## src/sv/key_payload_minmax_selection_sort_assert.svh

```systemverilog
// Assertion macros used by the sorter top module.
`ifndef KEY_PAYLOAD_MINMAX_SELECTION_SORT_ASSERT_SVH
`define KEY_PAYLOAD_MINMAX_SELECTION_SORT_ASSERT_SVH

// Same-cycle implication.
`define KPMSS_ASSERT_NOW(lbl, clk, rst, ante, cons, msg) \
  lbl: assert property (@(posedge clk) disable iff (rst) (ante) |-> (cons)) else $error(msg);

// Next-cycle implication.
`define KPMSS_ASSERT_NEXT(lbl, clk, rst, ante, cons, msg) \
  lbl: assert property (@(posedge clk) disable iff (rst) (ante) |=> (cons)) else $error(msg);

`endif

```

## src/sv/kpmss_pkg.sv

```systemverilog
`timescale 1ns / 1ps
`default_nettype none
package kpmss_pkg;

  localparam int KEY_W            = 16;
  localparam int MAX_ELEMENTS_DEF = 64;
  localparam int PAYLOAD_BITS_DEF = 32;

  typedef enum logic [3:0] {
    ST_LOAD,
    ST_SCAN,
    ST_SCAN_END,
    ST_SW_RDA,
    ST_SW_RDB,
    ST_SW_WRB,
    ST_SW_WRA,
    ST_EMIT_RD,
    ST_EMIT_LD
  } state_t;

  typedef struct packed {
    logic vld;
    logic first;
  } scan_ctl_t;

endpackage
`default_nettype wire

```

## src/sv/key_payload_minmax_selection_sort.sv

```systemverilog
`timescale 1ns / 1ps
`default_nettype none
// Load: one word per cycle, s_axis_tready high only in the load phase.
// Sort: each pass scans the span on the one compare unit, then moves the minimum
//   to the low end and the maximum to the high end by swaps through the
//   single-port-write store.
// Emit: each word enters the output register once it is free or being taken.
// Reset (synchronous, rst high) clears the sequencer, count and output valid.
`include "key_payload_minmax_selection_sort_assert.svh"
module key_payload_minmax_selection_sort #(
  parameter int MAX_ELEMENTS = kpmss_pkg::MAX_ELEMENTS_DEF,
  parameter int PAYLOAD_BITS = kpmss_pkg::PAYLOAD_BITS_DEF
) (
  input  wire logic clk,
  input  wire logic rst,
  input  wire logic s_axis_tvalid,
  output logic      s_axis_tready,
  // key [15:0], payload_tag [16 +: PAYLOAD_BITS], zero fill above
  input  wire logic [((kpmss_pkg::KEY_W+PAYLOAD_BITS+7)/8)*8-1:0] s_axis_tdata,
  input  wire logic s_axis_tlast,
  output logic      m_axis_tvalid,
  input  wire logic m_axis_tready,
  // sorted_key [15:0], sorted_payload [16 +: PAYLOAD_BITS], zero fill above
  output logic      [((kpmss_pkg::KEY_W+PAYLOAD_BITS+7)/8)*8-1:0] m_axis_tdata,
  output logic      m_axis_tlast
);
  import kpmss_pkg::*;

  localparam int IDX_W  = $clog2(MAX_ELEMENTS);
  localparam int CNT_W  = $clog2(MAX_ELEMENTS + 1);
  localparam int WORD_W = KEY_W + PAYLOAD_BITS;
  localparam int DATA_W = ((KEY_W + PAYLOAD_BITS + 7) / 8) * 8;

  state_t            state, state_next;
  logic [CNT_W-1:0]  load_count, load_count_next;
  logic [IDX_W-1:0]  lo, lo_next, hi, hi_next;
  logic [IDX_W-1:0]  j, j_next, k, k_next;
  logic [IDX_W-1:0]  last_idx, last_idx_next;
  logic [IDX_W-1:0]  pj, pj_next;
  logic              pv, pv_next;
  logic              second, second_next;
  logic [WORD_W-1:0] da, da_next, db, db_next;
  logic              out_valid, out_valid_next;
  logic [WORD_W-1:0] out_word, out_word_next;
  logic              out_last, out_last_next;

  logic              ram_we;
  logic [IDX_W-1:0]  ram_waddr, ram_raddr;
  logic [WORD_W-1:0] ram_wdata, ram_rdata;

  logic [IDX_W-1:0]  mn, mx, sa, sb, lo_inc, hi_dec;
  scan_ctl_t         scan_ctl;

  kpmss_ram #(
    .WIDTH(WORD_W),
    .DEPTH(MAX_ELEMENTS)
  ) u_store (
    .clk  (clk),
    .we   (ram_we),
    .waddr(ram_waddr),
    .wdata(ram_wdata),
    .raddr(ram_raddr),
    .rdata(ram_rdata)
  );

  assign scan_ctl.vld   = pv;
  assign scan_ctl.first = (pj == lo);

  kpmss_minmax #(
    .MAX_ELEMENTS(MAX_ELEMENTS)
  ) u_minmax (
    .clk(clk),
    .ctl(scan_ctl),
    .idx(pj),
    .key(ram_rdata[KEY_W-1:0]),
    .mn (mn),
    .mx (mx)
  );

  assign sa     = second ? ((mx == lo) ? mn : mx) : mn;
  assign sb     = second ? hi : lo;
  assign lo_inc = lo + IDX_W'(1);
  assign hi_dec = hi - IDX_W'(1);

  assign s_axis_tready = (state == ST_LOAD);
  assign m_axis_tvalid = out_valid;
  assign m_axis_tdata  = DATA_W'(out_word);
  assign m_axis_tlast  = out_last;

  always_ff @(posedge clk) begin
    if (rst) begin
      state      <= ST_LOAD;
      load_count <= '0;
      pv         <= 1'b0;
      second     <= 1'b0;
      out_valid  <= 1'b0;
    end else begin
      state      <= state_next;
      load_count <= load_count_next;
      pv         <= pv_next;
      second     <= second_next;
      out_valid  <= out_valid_next;
    end
    lo       <= lo_next;
    hi       <= hi_next;
    j        <= j_next;
    k        <= k_next;
    last_idx <= last_idx_next;
    pj       <= pj_next;
    da       <= da_next;
    db       <= db_next;
    out_word <= out_word_next;
    out_last <= out_last_next;
  end

  always_comb begin
    state_next      = state;
    load_count_next = load_count;
    lo_next         = lo;
    hi_next         = hi;
    j_next          = j;
    k_next          = k;
    last_idx_next   = last_idx;
    pj_next         = pj;
    pv_next         = 1'b0;
    second_next     = second;
    da_next         = da;
    db_next         = db;
    out_word_next   = out_word;
    out_last_next   = out_last;
    out_valid_next  = (out_valid && m_axis_tready) ? 1'b0 : out_valid;
    ram_we          = 1'b0;
    ram_waddr       = load_count[IDX_W-1:0];
    ram_wdata       = {s_axis_tdata[KEY_W +: PAYLOAD_BITS], s_axis_tdata[KEY_W-1:0]};
    ram_raddr       = j;

    unique case (state)
      ST_LOAD: begin
        if (s_axis_tvalid) begin
          ram_we = 1'b1;
          if (s_axis_tlast || load_count == CNT_W'(MAX_ELEMENTS - 1)) begin
            lo_next       = '0;
            hi_next       = load_count[IDX_W-1:0];
            last_idx_next = load_count[IDX_W-1:0];
            j_next        = '0;
            k_next        = '0;
            second_next   = 1'b0;
            state_next    = (load_count == '0) ? ST_EMIT_RD : ST_SCAN;
          end else begin
            load_count_next = load_count + CNT_W'(1);
          end
        end
      end
      ST_SCAN: begin
        ram_raddr = j;
        pv_next   = 1'b1;
        pj_next   = j;
        j_next    = j + IDX_W'(1);
        if (j == hi) begin
          state_next = ST_SCAN_END;
        end
      end
      ST_SCAN_END: begin
        state_next = ST_SW_RDA;
      end
      ST_SW_RDA: begin
        ram_raddr  = sa;
        state_next = ST_SW_RDB;
      end
      ST_SW_RDB: begin
        ram_raddr  = sb;
        da_next    = ram_rdata;
        state_next = ST_SW_WRB;
      end
      ST_SW_WRB: begin
        db_next    = ram_rdata;
        ram_we     = 1'b1;
        ram_waddr  = sb;
        ram_wdata  = da;
        state_next = ST_SW_WRA;
      end
      ST_SW_WRA: begin
        ram_we    = 1'b1;
        ram_waddr = sa;
        ram_wdata = db;
        if (!second) begin
          second_next = 1'b1;
          state_next  = ST_SW_RDA;
        end else begin
          second_next = 1'b0;
          lo_next     = lo_inc;
          hi_next     = hi_dec;
          j_next      = lo_inc;
          state_next  = (lo_inc < hi_dec) ? ST_SCAN : ST_EMIT_RD;
        end
      end
      ST_EMIT_RD: begin
        ram_raddr = k;
        if (!out_valid || m_axis_tready) begin
          state_next = ST_EMIT_LD;
        end
      end
      ST_EMIT_LD: begin
        out_word_next  = ram_rdata;
        out_last_next  = (k == last_idx);
        out_valid_next = 1'b1;
        if (k == last_idx) begin
          load_count_next = '0;
          state_next      = ST_LOAD;
        end else begin
          k_next     = k + IDX_W'(1);
          state_next = ST_EMIT_RD;
        end
      end
      default: begin
        state_next = ST_LOAD;
      end
    endcase
  end

  `KPMSS_ASSERT_NOW(a_span_open, clk, rst, state == ST_SCAN, lo < hi && j <= hi, "scan outside span")
  `KPMSS_ASSERT_NOW(a_emit_free, clk, rst, state == ST_EMIT_LD, !out_valid, "output register busy")
  `KPMSS_ASSERT_NEXT(a_emit_load, clk, rst, state == ST_EMIT_LD, out_valid, "word not presented")
  `KPMSS_ASSERT_NEXT(a_set_done, clk, rst, state == ST_EMIT_LD && k == last_idx, state == ST_LOAD && load_count == '0 && out_last, "set not closed")

endmodule
`default_nettype wire

```

## src/sv/kpmss_ram.sv

```systemverilog
`timescale 1ns / 1ps
`default_nettype none
module kpmss_ram #(
  parameter int WIDTH = 48,
  parameter int DEPTH = 64
) (
  input  wire logic                     clk,
  input  wire logic                     we,
  input  wire logic [$clog2(DEPTH)-1:0] waddr,
  input  wire logic [WIDTH-1:0]         wdata,
  input  wire logic [$clog2(DEPTH)-1:0] raddr,
  output logic      [WIDTH-1:0]         rdata
);

  logic [WIDTH-1:0] mem [DEPTH];

  always_ff @(posedge clk) begin
    if (we) begin
      mem[waddr] <= wdata;
    end
    rdata <= mem[raddr];
  end

endmodule
`default_nettype wire

```

## src/sv/kpmss_minmax.sv

```systemverilog
`timescale 1ns / 1ps
`default_nettype none
module kpmss_minmax #(
  parameter int MAX_ELEMENTS = 64
) (
  input  wire logic                            clk,
  input  wire kpmss_pkg::scan_ctl_t            ctl,
  input  wire logic [$clog2(MAX_ELEMENTS)-1:0] idx,
  input  wire logic [kpmss_pkg::KEY_W-1:0]     key,
  output logic      [$clog2(MAX_ELEMENTS)-1:0] mn,
  output logic      [$clog2(MAX_ELEMENTS)-1:0] mx
);
  import kpmss_pkg::*;

  logic [KEY_W-1:0] min_key;
  logic [KEY_W-1:0] max_key;

  // first strict minimum and first strict maximum of the span
  always_ff @(posedge clk) begin
    if (ctl.vld) begin
      if (ctl.first) begin
        mn      <= idx;
        mx      <= idx;
        min_key <= key;
        max_key <= key;
      end else begin
        if (key < min_key) begin
          mn      <= idx;
          min_key <= key;
        end
        if (key > max_key) begin
          mx      <= idx;
          max_key <= key;
        end
      end
    end
  end

endmodule
`default_nettype wire

```

## config.mk

```make
export PLATFORM = sky130hd
export DESIGN_NAME = key_payload_minmax_selection_sort
export DESIGN_NICKNAME = d
export VERILOG_FILES = /design/src/sv/kpmss_pkg.sv /design/src/sv/key_payload_minmax_selection_sort.sv /design/src/sv/kpmss_ram.sv /design/src/sv/kpmss_minmax.sv
export VERILOG_INCLUDE_DIRS = /design/src /design/src/sv
export SDC_FILE = /design/constraint.sdc
export NUM_CORES = 2
export LEC_CHECK = 0
export BUFFER_PORTS_ARGS = -buffer_cell sky130_fd_sc_hd__buf_2
export CAP_MARGIN = 40
export CORE_ASPECT_RATIO = 0.6
export CORE_UTILIZATION = 29
export CTS_BUF_LIST = sky130_fd_sc_hd__clkbuf_4 sky130_fd_sc_hd__clkbuf_8
export CTS_CLUSTER_SIZE = 28
export DETAILED_ROUTE_END_ITERATION = 7
export SLEW_MARGIN = 20
export SYNTH_ARGS = -nofsm -noshare
export SYNTH_HDL_FRONTEND = slang
export SYNTH_SLANG_ARGS = --single-unit
```

## constraint.sdc

```tcl
create_clock -name clk -period 5 [get_ports clk]
set_clock_uncertainty 0.1 [all_clocks]
set_input_delay 0.5 -clock clk [delete_from_list [all_inputs] [get_ports clk]]
set_output_delay 0.5 -clock clk [all_outputs]
set_load 0.01 [all_outputs]
```

## Word level (Yosys, flattened, before mapping)

Memory sizes are Yosys's and may differ from the RTL's. A register that Yosys moved wholly into a read port is not among the register bits.
Index checks and enable logic that the tools add are counted.

- Output and inout port bits: 51
- Memories: 1
- Memory bits (writable): 3072
- Register bits after elaboration: 239
- Input bits: 53

- Eq/ne operators: 21
- Multiplexer cells: 49
- Reduce and logical (&&, ||, !) cells: 22
- Add/sub/neg operators: 5
- Order comparisons: 3

Memory list:

| name | depth | bits a word | read ports | clocked after memory_dff | write ports | line | RTL |
|---|---|---|---|---|---|---|---|
| u_store.mem | 64 | 48 | 1 | 1 | 1 | kpmss_ram.sv:15 | `logic [WIDTH-1:0] mem [DEPTH];` |

Operator list:

| kind | count |
|---|---|
| 48-bit one-hot mux with 2 select lines | 1 |
| 6-bit two-way mux | 14 |
| 16-bit two-way mux | 4 |
| 6-bit one-hot mux with 2 select lines | 4 |
| 4-bit one-hot mux with 9 select lines | 1 |
| 6-bit one-hot mux with 3 select lines | 2 |
| 6-bit == test | 4 |
| 7-bit two-way mux | 3 |
| 4-bit AND reduction | 5 |
| 6-bit by 1-bit adder with 6-bit output (second input constant) | 3 |
| 4-bit by 3-bit == test with 1-bit output (second input constant) | 4 |
| 16-bit greater-than comparator | 1 |
| 16-bit < comparator | 1 |
| 4-bit two-way mux | 4 |
| 2-bit != test (second input constant) | 7 |
| 7-bit one-hot mux with 2 select lines | 1 |
| 3-bit two-way mux | 4 |
| 2-bit nonzero test | 5 |
| 1-bit two-way mux | 9 |
| 4-bit by 2-bit == test with 1-bit output (second input constant) | 2 |
| 7-bit by 1-bit adder with 7-bit output (second input constant) | 1 |
| 7-bit by 6-bit == test with 1-bit output (second input constant) | 1 |
| 7-bit zero test | 1 |
| 6-bit < comparator | 1 |
| other kinds (13) | 17 |

## Depth between registers and ports, before layout

- Word-level depth: 5
- Gate-level depth with buffers: 19
- Depth with buffers taken out: 12

## Modules after synthesis

Synthesis repeated with hierarchy kept, for this count alone.

- Cell total of the unflattened synthesis: 5753
- Area total of the unflattened synthesis: 127601.1 um^2

By module, submodules not included:

| module | seq. area each (um^2) | area an instance (um^2) | cells each | instances |
|---|---|---|---|---|
| kpmss_ram | 93209.4 | 117117.3 | 4970 | 1 |
| key_payload_minmax_selection_sort | 5715.5 | 8360.5 | 624 | 1 |
| kpmss_minmax | 1321.3 | 2123.3 | 159 | 1 |

## Worst setup path before layout

Ideal clock, no wire load.

- Kind: flip-flop to flip-flop
- Start: reg lo[0]
- End: mem u_store.mem[57][0] (enable)
- Path buffers: 2
- Arrival: 4.245 ns
- Data required time: 4.446 ns
- Cell stages (with the launch flop): 12
- Setup slack: 0.201 ns
- Setup time: 0.454 ns
- Cells stage by stage: edfxtp_1 -> buf_2 -> xnor2_1 -> and2_1 -> clkbuf_1 -> a21oi_2 -> mux2i_1 -> nor2_1 -> a221o_1 -> nor2_1 -> nand2_1 -> nor2_1

- Word-level cells in the longest chain between the ends: 4
- Elaborated cells on any way between the ends: 5
- Those cells by class: eq/ne (1); mux (4)

Ends and longest elaborated chain:

| what | line | RTL |
|---|---|---|
| start, declared | key_payload_minmax_selection_sort.sv:36 | `logic [IDX_W-1:0] lo, lo_next, hi, hi_next;` |
| start signal, assigned | key_payload_minmax_selection_sort.sv:104 | `lo <= lo_next;` |
| 6-bit == test | key_payload_minmax_selection_sort.sv:80 | `assign sa = second ? ((mx == lo) ? mn : mx) : mn;` |
| 6-bit two-way mux (2 in a row) | key_payload_minmax_selection_sort.sv:80 |  |
| 6-bit one-hot mux with 2 select lines (*) | key_payload_minmax_selection_sort.sv:137 | `unique case (state)` |
| end, declared | kpmss_ram.sv:15 |  |

Every way passes the cells marked *; elsewhere a longest branch is shown, timed or not.

## Worst setup path after layout

- Start: reg lo[1]
- End: reg u_store.rdata[37], read port of u_store.mem

- Word-level cells in the longest chain between the ends: 4
- Elaborated cells on any way between the ends: 5
- Those cells by class: eq/ne (1); mux (4)

Ends and longest elaborated chain:

| what | line | RTL |
|---|---|---|
| 6-bit == test | key_payload_minmax_selection_sort.sv:80 |  |
| 6-bit two-way mux (2 in a row) | key_payload_minmax_selection_sort.sv:80 |  |
| 6-bit one-hot mux with 3 select lines (*) | key_payload_minmax_selection_sort.sv:137 |  |
| end, declared | kpmss_ram.sv:12 | `output logic [WIDTH-1:0] rdata` |

Marks and branches as above.
A chain may end at the register's enable or synchronous reset.

==> metrics.csv <==
stage,metric,value,unit
outcome,outcome,finished clean,
global_route,vias in the first global route,77500,
timing,Final Hold Fails,0,
pwr,switch share,40.4,%
timing,Final setup viols,0,
pwr,P per Cell Area,627,mW/mm²
timing,hold slack,0.0838,ns
critical_path,required time worst endpoint,5.91,ns
critical_path,Setup CP Type,flop to flop,
final_layout,Fill cells,42300,
global_route,total grt overflow,0,
die,floorplan row count,190,
synth,"FFs w/ async S/R, synth",0,%
placed_design,DP HPWL,282,mm
pwr,Reg power frac,36.3,%
timing,Slew @ Worst Pin,1.28,ns
die,Die Wd,867,µm
cts,CTS Root Cell,clkbuf_8,
synth,Mapped Area,0.130,mm²
critical_path,Worst Setup End Kind,flop,
global_route,largest net degree at the start of global routing,108,
route,Remaining DRCs,0,
timing,Final min period,4.83,ns
synth,sequential area share after synthesis,76.9,%
placed_design,GP Congestion,0.891,
timing,Peak Freq,207,MHz
timing,fin crit share,96.6,%
critical_path,critical path arrival,5.74,ns
pwr,Psw,0.0386,W
synth,yosys warns,0,
final_layout,"most common cell after layout, fill and taps aside",edfxtp_1,
die,starting density of the core,29.2,%
synth,Syn Nets,8260,
synth,Yosys reg bits,3359,
cts,Sink Count,3359,
timing,Relative slew margins,14.5,%
cts,Skew-Pair Late Insertion Delay,1.14,ns
pwr,Peak supply drop,0.581,mV
global_route,initial antenna violation count,45,
die,IO Pins,104,
pwr,Clk pwr share,22.8,%
route,First DRT Iteration DRCs,15900,
final_layout,Final nets,8897,
synth,"EDFF count, synth",3297,
flow_run,Max Cap Viol,0,
final_layout,most frequent cells in the layout,"edfxtp_1, nand2_1, clkbuf_8",
timing,Max Transition Viols Final,0,
cts,H-tree lvl count,5,
cts,clock-pin slew on the worst setup and hold paths,0.08,ns
global_route,Overall Global Routing Usage,20.0,%
synth,prevailing post-synth register cell,edfxtp_1,
synth,Synth cell types,84,
route,vias post-DR,84000,
route,Post-Route WL,471,mm
global_route,first-pass GRT wire length,637,mm
die,Core Area,0.447,mm²
timing,Post-Route Setup TNS,0,ns
worst_hold_path,Worst Hold Class,primary input to flop,
final_layout,multi-input logic area,0.0280,mm²
synth,Synth Instances,8165,
final_layout,"Core Util, Final",34.1,%
cts,Max Buffers Root-to-Sink,4,
placed_design,Port Buffers,103,
die,die area,0.452,mm²
synth,syn avg cell area,16.0,µm²
timing,RSZ-0062 raised after global routing,no,
route,DRT Pass-1 Iters,8,
critical_path,Critical Path Start Type,flop,
pwr,Comb pwr share,41.0,%
cts,cts bufs inserted,455,
cts,TritonCTS clock tree,yes,
route,drt via density,5.55,
critical_path,CP max FO,49,
pwr,Pint,0.0569,W
final_layout,layout cell share with drive strength beyond 1,18.8,%
die,Die Y,521,µm
final_layout,FF/Latch Area,0.100,mm²
pwr,leakage dissipation,50.4,nW
final_layout,area growth from synthesis to layout,17.0,%
route,Detail Route Antenna Nets,0,
route,WL per Instance,31.1,µm
==> state kept, by name, summed over array words and instances, names as in the netlist, 4 cells and up <==
register / cells
j: 6
load_count: 7
lo: 6
m_axis_tdata: 48
pj: 6
hi: 6
u_minmax.mn: 6
u_store.mem: 3072
last_idx: 6
u_store.rdata: 48
state: 4
k: 6
da: 48
u_minmax.min_key: 16
u_minmax.max_key: 16
db: 48
u_minmax.mx: 6
==> stage by stage <==
step	power (W)	area (µm²)	instances	worst slack (ns)
2_1_floorplan	0.0556	130000	8165	0.201
3_3_place_gp	0.0724	143000	14300	0.00446
4_1_cts	0.0943	152000	15100	0.208
6_report	0.0956	152000	15100	0.169
5_1_grt	0.0983	152000	15100	0.0336
3_5_place_dp	0.0730	143000	14300	0.197
==> worst paths after layout <==
kind / from / end / slack (ns) / cells past startpoint
min: s_axis_tdata[23] / u_store.mem[47][23] / 0.08 / 3
min reg2reg: u_store.rdata[44] / da[44] / 0.42 / 0
max reg2reg: lo[1] / u_store.rdata[37] / 0.17 / 11
max: lo[1] / u_store.rdata[37] / 0.17 / 11
==> per-layer routing <==
layer	wire length (µm)	GRT usage (%)
met5	63	0
met4	16400	6.24
met3	80900	8.06
met2	183000	26.4
met1	190000	29.5
==> area by class of cell <==
class	instances	area share (%)
Multi-Input combinational cell	4188	18.4
Timing Repair Buffer	707	4.74
Sequential cell	3359	65.8
Inverter	91	0.225
Clock buffer	638	5.14
Tap cell	5952	4.88
Antenna cell	10	0.0164
Clock inverter	201	0.869
==> logic make-up (layout without fill, tap and decap cells) <==
group                    after synthesis  after routing  synth area share (%)
AO/OA/AOI/OAI                       1537           1537                  7.86
XOR/XNOR                              47             47                 0.316
adder cells (fa/ha/maj)               42             42                 0.403
buffers and inverters                618           1637                  2.09
flip-flops                          3359           3359                  76.9
multiplexers                         464            464                  5.37
other                                  0             10                     0
AND/OR/NAND/NOR                     2098           2098                  7.05
==> worst max-delay path, stage by stage, from the launching register on <==
cell       delay [ns]
edfxtp_1         0.51
xnor2_1          0.31
and4_1           0.42
mux2i_2          0.15
o21ai_4          0.32
and2_4           0.45
buf_12           0.33
mux4_2           0.58
a2111oi_2        0.72
o22ai_1          0.21
buf_4            0.19
or3_1            0.35
==> power by group through the flow <==
stage	Combinational (W)	Sequential [W]	Clock (W)
3_3_place_gp	0.0369	0.0355	0
2_1_floorplan	0.0209	0.0347	0
5_1_grt	0.0407	0.0347	0.0229
4_1_cts	0.0378	0.0348	0.0218
6_report	0.0391	0.0347	0.0217
3_5_place_dp	0.0376	0.0354	0
==> what timing repair did <==
action,in CTS,in global routing
setup endpoints to repair,0,1
resized for setup,0,1
setup buffers,0,0
hold buffers,7,2
endpoints found under the hold margin,33,3
==> cell usage after synthesis (8+ instances only) <==
master     count  area (µm²)
a211oi_1     165        1240
a21o_1        21         158
a21oi_1      480        2400
a221o_1       32         320
a221oi_1      43         377
a222oi_1      50         500
a22o_1         8        70.1
a22oi_1      218        1640
a311oi_1       9        78.8
a31oi_1      174        1090
a32o_1        28         280
and3_1       187        1170
buf_1         51         191
buf_2        137         686
buf_4         22         165
buf_6         17         191
clkbuf_1     298        1120
dfxtp_1       62        1240
edfxtp_1    3297       99000
ha_1          42         526
inv_1         90         338
mux2i_1      269        2690
mux4_2       187        4210
nand2_1     1298        4870
nand3_1      256        1280
nand4_1       26         163
nor2_1       169         634
nor3_1        37         185
nor4_1        33         206
o2111ai_1     24         210
o21ai_0      121         606
o221ai_1      31         272
o22ai_1       69         432
or3_1         13        81.3
or4_1         32         240
xnor2_1       31         272
xor2_1        16         140
(Power assumes the default switching activity.)
